$ cat src/design/hks_pkg.sv
`default_nettype none
package hks_pkg;

   localparam int BUCKETS  = 32;
   localparam int CAPACITY = 256;

   localparam int FUNC_W   = 2;
   localparam int KEY_W    = 64;
   localparam int STATUS_W = 2;

   // bucket count is a power of two, so the bucket is the low key bits
   localparam int BKT_W = (BUCKETS > 1) ? $clog2(BUCKETS) : 1;
   localparam int ENT_W = (CAPACITY > 1) ? $clog2(CAPACITY) : 1;
   // fill count and links both reach CAPACITY, which marks a chain end
   localparam int CNT_W = $clog2(CAPACITY + 1);

   localparam logic [FUNC_W-1:0] FUNC_QUERY  = 2'd0;
   localparam logic [FUNC_W-1:0] FUNC_INSERT = 2'd1;
   localparam logic [FUNC_W-1:0] FUNC_CLEAR  = 2'd2;

   localparam logic [STATUS_W-1:0] STATUS_OK   = 2'd0;
   localparam logic [STATUS_W-1:0] STATUS_DUP  = 2'd1;
   localparam logic [STATUS_W-1:0] STATUS_FULL = 2'd2;

   localparam logic [CNT_W-1:0] END_MARK = CNT_W'(CAPACITY);

   typedef struct packed {
      logic load;
      logic clear;
      logic walk_first;
      logic insert;
   } hks_cmd_type;

   typedef struct packed {
      logic [FUNC_W-1:0] func;
      logic              chain_empty;
      logic              hit;
      logic              chain_end;
      logic              full;
   } hks_sts_type;

   function automatic logic [BKT_W-1:0] bucket_of(input logic [KEY_W-1:0] key);
      return BKT_W'(key % KEY_W'(BUCKETS));
   endfunction

endpackage
`default_nettype wire

$ cat src/design/hks_ctrl.sv
`default_nettype none
module hks_ctrl (
   input  wire logic                          clock,
   input  wire logic                          reset,
   input  wire logic                          req_valid,
   output logic                               req_ready,
   input  wire logic [hks_pkg::FUNC_W-1:0]    req_func,
   output logic                               rsp_valid,
   input  wire logic                          rsp_ready,
   output logic                               rsp_found,
   output logic      [hks_pkg::STATUS_W-1:0]  rsp_status,
   output hks_pkg::hks_cmd_type               cmd,
   input  wire hks_pkg::hks_sts_type          sts
);
   import hks_pkg::*;

   typedef enum logic [2:0] {
      S_IDLE,
      S_HEAD,
      S_FIRST,
      S_CHECK,
      S_INSERT,
      S_DONE
   } state_type;

   state_type           state_ff, state_in;
   logic                found_ff, found_in;
   logic [STATUS_W-1:0] status_ff, status_in;
   logic                rsp_valid_ff, rsp_valid_in;
   logic                rsp_found_ff, rsp_found_in;
   logic [STATUS_W-1:0] rsp_status_ff, rsp_status_in;

   logic accept;
   logic hit_ev;
   logic miss_ev;

   assign req_ready = (state_ff == S_IDLE);
   assign accept    = req_valid && req_ready;

   always_comb begin
      state_in      = state_ff;
      found_in      = found_ff;
      status_in     = status_ff;
      rsp_valid_in  = rsp_valid_ff && !rsp_ready;
      rsp_found_in  = rsp_found_ff;
      rsp_status_in = rsp_status_ff;
      cmd           = '0;
      hit_ev        = 1'b0;
      miss_ev       = 1'b0;

      case (state_ff)
         S_IDLE: begin
            if (accept) begin
               cmd.load  = 1'b1;
               found_in  = 1'b0;
               status_in = STATUS_OK;
               case (req_func)
                  FUNC_QUERY:  state_in = S_HEAD;
                  FUNC_INSERT: state_in = S_HEAD;
                  FUNC_CLEAR: begin
                     cmd.clear = 1'b1;
                     state_in  = S_DONE;
                  end
                  default:     state_in = S_DONE;
               endcase
            end
         end
         // head memory read in flight
         S_HEAD: state_in = S_FIRST;
         S_FIRST: begin
            cmd.walk_first = 1'b1;
            if (sts.chain_empty) begin
               miss_ev = 1'b1;
            end else begin
               state_in = S_CHECK;
            end
         end
         // one chain entry per cycle, next entry read issued from the link
         S_CHECK: begin
            if (sts.hit) begin
               hit_ev = 1'b1;
            end else if (sts.chain_end) begin
               miss_ev = 1'b1;
            end
         end
         S_INSERT: begin
            cmd.insert = 1'b1;
            state_in   = S_DONE;
         end
         S_DONE: begin
            if (!rsp_valid_ff || rsp_ready) begin
               rsp_valid_in  = 1'b1;
               rsp_found_in  = found_ff;
               rsp_status_in = status_ff;
               state_in      = S_IDLE;
            end
         end
         default: state_in = S_IDLE;
      endcase

      if (hit_ev) begin
         found_in  = 1'b1;
         status_in = (sts.func == FUNC_INSERT) ? STATUS_DUP : STATUS_OK;
         state_in  = S_DONE;
      end else if (miss_ev) begin
         found_in = 1'b0;
         if (sts.func != FUNC_INSERT) begin
            status_in = STATUS_OK;
            state_in  = S_DONE;
         end else if (sts.full) begin
            status_in = STATUS_FULL;
            state_in  = S_DONE;
         end else begin
            status_in = STATUS_OK;
            state_in  = S_INSERT;
         end
      end
   end

   always_ff @(posedge clock) begin
      if (reset) begin
         state_ff     <= S_IDLE;
         rsp_valid_ff <= 1'b0;
      end else begin
         state_ff     <= state_in;
         rsp_valid_ff <= rsp_valid_in;
      end
      found_ff      <= found_in;
      status_ff     <= status_in;
      rsp_found_ff  <= rsp_found_in;
      rsp_status_ff <= rsp_status_in;
   end

   assign rsp_valid  = rsp_valid_ff;
   assign rsp_found  = rsp_found_ff;
   assign rsp_status = rsp_status_ff;

endmodule
`default_nettype wire

$ cat config.mk
export PLATFORM = sky130hd
export DESIGN_NAME = hks_ctrl
export DESIGN_NICKNAME = d
export VERILOG_FILES = /design/src/design/hks_pkg.sv /design/src/design/hks_ctrl.sv
export SDC_FILE = /design/constraint.sdc
export NUM_CORES = 1
export LEC_CHECK = 0
export BUFFER_PORTS_ARGS = -buffer_cell sky130_fd_sc_hd__buf_2
export CORE_UTILIZATION = 40
export CTS_CLUSTER_DIAMETER = 120
export CTS_CLUSTER_SIZE = 12
export DETAILED_ROUTE_END_ITERATION = 12
export PLACE_DENSITY = 0.75
export SLEW_MARGIN = 20
export SYNTH_ARGS = -nofsm -noshare
export SYNTH_HDL_FRONTEND = slang
export SYNTH_SLANG_ARGS = --single-unit
export TNS_END_PERCENT = 100
$ cat constraint.sdc
create_clock -name clock -period 1.55 [get_ports clock]
set_clock_uncertainty 0.1 [all_clocks]
set_input_delay 0.0775 -clock clock [delete_from_list [all_inputs] [get_ports clock]]
set_output_delay 0.0775 -clock clock [all_outputs]
set_load 0.01 [all_outputs]
### Yosys cells after proc, flatten, opt, wreduce, memory -nomap -nowiden

Cells that the tools add are included.

* memory bits (read-only): 0
* memories: 0
* input bits: 12
* memory bits (writable): 0
* flip-flop bits (word level): 10
* output and inout port bits: 9
* latch bits: 0
* word-level logic and storage cells: 74

* divide/modulo/power cells: 0
* eq/ne operators: 17
* $lt $le $gt $ge: 0
* shifts and indexed selects: 0
* muxes and demuxes: 32
* $mul: 0
* reduce and logical (&&, ||, !) cells: 18
* add/subtract/negate cells: 0
* bitwise logic cells: 0

Operators with widths (number)
* $mux 3: 6
* $pmux 3 s6: 1
* $mux 1: 16
* $mux 2: 8
* $ne 3x3->1 const B: 3
* $ne 4x4->1 const B: 2
* $reduce_and 4->1: 2
* $eq 3x2->1 const B: 2
* $eq 3x3->1 const B: 2
* $reduce_and 2->1: 3
* $reduce_bool 3->1: 2
* $eq 2x1->1 const B: 2
* $ne 4x1->1 const B: 1
* $reduce_bool 2->1: 2
* $reduce_or 2->1: 2
* $eq 3x1->1 const B: 1
* $logic_not 3->1: 1
* $ne 3x1->1 const B: 1
* $eq 2x2->1 const B: 1
* $logic_and 1x1->1: 2
* $logic_not 1->1: 2
* $logic_not 2->1: 1
* $ne 2x1->1 const B: 1
* $ne 2x2->1 const B: 1
* 2 further kinds: 2

### Depth between registers and ports, before layout

* depth in word-level cells: 7
* mapped depth: 5
* depth with buffers taken out: 4

### Worst setup path before layout

Ideal clock, no wire load.

* path kind: register to register
* from: register state_ff[0]
* to: register status_ff[0], enable pin
* library setup time: 0.299 ns
* path slack: 0.121 ns
* stages on the path, launching flop included: 5
* clock period less this slack: 1.429 ns
* arrival: 1.029 ns
* buffers on the path: 1
* required time: 1.151 ns
* cell sequence: dfxtp_1 > buf_4 > nor2_1 > a211oi_2 > a21o_1

* longest elaborated chain between the ends: 4
* elaborated cells between the ends (all ways): 9
* classes of those cells: eq/ne: 2; mux: 2; reduce/logical: 5

RTL lines
* start, declared: RTL line hks_ctrl.sv:26 `state_type state_ff, state_in;`
* start signal, assigned: RTL line hks_ctrl.sv:125 `state_ff <= state_in;`
* $eq 3x2->1 or $logic_not 3->1 (tied branches): RTL line hks_ctrl.sv:51, hks_ctrl.sv:37
* $pmux 1 s2, or another cell as far along: RTL line hks_ctrl.sv:51 `case (state_ff)`
* $reduce_bool 3->1 (no line)
* $reduce_and 2->1 (no line) (*)
* end signal, assigned: RTL line hks_ctrl.sv:129 `status_ff <= status_in;`
* end, declared: RTL line hks_ctrl.sv:28 `logic [STATUS_W-1:0] status_ff, status_in;`

Every way passes the cells marked *; elsewhere a longest branch is shown, timed or not.
A chain may end at the register's enable or synchronous reset.

### Worst setup path in the final report

* from: register state_ff[1]
* to: register state_ff[0]

* longest elaborated chain between the ends: 4
* elaborated cells between the ends (all ways): 17
* classes of those cells: eq/ne: 9; mux: 5; reduce/logical: 3

RTL lines (RTL line)
* $eq 3x2->1, or another cell as far along: hks_ctrl.sv:51
* $pmux 1 s2, or another cell as far along: hks_ctrl.sv:51
* $ne 4x4->1 (no line), or another cell as far along
* $reduce_and 4->1 (no line) or $mux 3 (tied branches)

Parallel ways exist; a longest one is shown, timed or not.

==> impl_metrics.json <==
{
  "cp_max_fo": 7,
  "via_per_inst": 5.29,
  "yosysWarnings": 0,
  "hp-start": "rsp_ready",
  "wl_per_cell_um": 12.7,
  "cp_top_family": "compound AO/OA/AOI/OAI gates",
  "syn_to_final_growth_pct": 46.7,
  "wl_met1_um": 572,
  "cp.required_ns": 1.63,
  "top_layer": "met4",
  "p_per_area_nw_per_um2": 1360,
  "grt_max_degree": 9,
  "met3_length_um": 60,
  "ys_types": 29,
  "fin_crit_sh_pct": 97.6,
  "crit_path_start_kind": "flip-flop",
  "drc": 0,
  "r2r_start": "state_ff[1]$_SDFFE_PP0P_",
  "maxCapViolCount": 0,
  "ys.flop_type": "edfxtp_1",
  "cts_tree": "yes",
  "clock_sinks": 10,
  "hpwlAfterDp_um": 877,
  "synth_cells": 53,
  "port_buffers": 20,
  "postLayoutCoreUtil_pct": 67.3,
  "power.leakage_nw": 0.353,
  "layout_min_cycle_time_ns": 1.51,
  "crit_arrival_ns": 1.60,
  "grt_pass1_vias": 475,
  "postPlaceCellArea_um2": 696,
  "cts_buffer_depth": 2,
  "cts-root-buf": "clkbuf_4",
  "numCtsBuffers": 3,
  "die_area_um2": 1510,
  "outcome": "completed",
  "final_nets": 98,
  "routabilityCongestion": 0.872,
  "final_max_slew_viol_count": 0,
  "antenna_found_initial": 0,
  "worstPathCellList": "buf_4, nor4_4, a211oi_1, o21a_1, a211oi_2",
  "drtIter0Drc": 26,
  "hold_slack_ns": 0.0264,
  "final_cells": 99,
  "drt_wl_total_mm": 1.26,
  "ys_seq_elements": 10,
  "tightest_slew_ns": 0.362,
  "crit_buf_inv": 1,
  "worstSkewPairLatency_ns": 0.26,
  "ant_nets": 0,
  "antenna_cells": 0,
  "fmax_ghz": 0.661,
  "vias": 524,
  "pre_cts_ws_ns": 0.0643,
  "yosysTopAreaCell": "edfxtp_1",
  "async_reset_ff_share_pct": 0,
  "max-vdd-ir-drop_uv": 631,
  "fp.dieW_um": 38.9,
  "netlist_area_um2": 544,
  "final_cell_area_um2": 798,
  "setup-tns-final_ns": 0,
  "setup_viol": 0,
  "drive_above_1_share_pct": 48.2,
  "postSynthAreaPerCell_um2": 10.3,
  "yosysSeqAreaShare_pct": 46.0,
  "min_path_type": "in -> reg",
  "power_mw": 1.09,
  "setup_slack_ns": 0.0371,
  "pin_count": 21,
  "grt_pass1_wl_mm": 2.02,
  "cp-end-kind": "flip-flop",
  "globalRouteOverflowTotal": 0,
  "synthesis.nets": 65,
  "clk_pin_slew_worst_paths_ns": 0.07,
  "rows": 12,
  "firstDrtPassIters": 4,
  "final_hold_viol_count": 0,
  "crit_start": "state_ff[1]$_SDFFE_PP0P_",
  "yosysTopAreaCellShare_pct": 27.6,
  "slew_headroom_pct": 75.8,
  "crit_slowest_cell": "dfxtp_4",
  "htreeDepth": 1,
  "track_usage_pct": 20.9,
  "die_y_um": 38.9,
  "critPathKind": "reg -> reg",
  "synth_edf_count": 5,
  "ys_top_cells_by_area": "edfxtp_1 (28%), dfxtp_1 (18%), nor4_4 (3.9%)",
  "coreArea_um2": 1190,
  "max_stage_delay_ns": 0.38,
  "synth_common_cells": "dfxtp_1 (5), edfxtp_1 (5), nor2_1 (5)",
  "dp.cells": 92,
  "start_util_pct": 45.9,
  "wl_met2_um": 609
}
worst paths after layout:
path | depth (start not counted) | end | slack (ns)
max | 5 | state_ff[0]$_SDFFE_PP0P_ | 0.04
min | 3 | rsp_valid$_SDFF_PP0_ | 0.03
max reg2reg | 5 | state_ff[0]$_SDFFE_PP0P_ | 0.04
min reg2reg | 0 | rsp_status[1]$_DFFE_PP_ | 0.33
area by class of cell:
class / instances / area (um^2)
clock buffers: 3 / 22.5
clock inverters: 1 / 3.75
fillers: 83 / 388
inverters: 3 / 11.3
multi-input cells: 37 / 280
flip-flops and latches: 10 / 259
well taps: 14 / 17.5
repair buffers: 31 / 204
per-layer routing:
metal  vias to the layer above  global-route usage, %
met5                         -                      0
met4                         0                   14.7
met3                         2                   6.36
met2                        18                   30.0
met1                       243                   26.2
li1                        261                      -
worst reg2reg max path: stages (launching register included):
cell	delay (ns)
dfxtp_4	0.38
buf_4	0.16
nor4_4	0.31
a211oi_1	0.12
o21a_1	0.19
a211oi_2	0.17
logic make-up after synthesis:
family                 share of synthesized area (%)
AND/OR/NAND/NOR                                 30.6
AO/OA/AOI/OAI                                   14.7
flip-flops                                      46.0
buffers and inverters                           6.90
multiplexers                                    1.84
flip-flops by register name (all words and copies together), names as in the netlist:
name	flops
state_ff	3
rsp_status	2
status_ff	2
found_ff	1
rsp_found	1
rsp_valid	1
repair_timing:
item                                    in CTS  in global routing
gates resized for setup                      3                  7
hold buffers                                 2                  0
endpoints found under the setup margin       1                  5
buffers inserted                             0                  2
pin swaps                                    0                  3
hold endpoints to repair                     4                  0
report_power, final:
group / switching [mW] / internal (mW)
Clock: 0.0926 / 0.0929
Sequential: 0.0531 / 0.350
Combinational: 0.241 / 0.258
Total: 0.386 / 0.702
layout by cell type, fill, tap and decap left out, types with 3 or more instances in the layout:
master	n
buf_2	20
nand2_1	3
edfxtp_1	5
inv_1	3
nor2_1	5
nand2b_1	3
clkbuf_4	3
buf_4	7
No activity file was read; power rests on OpenSTA's default activity.
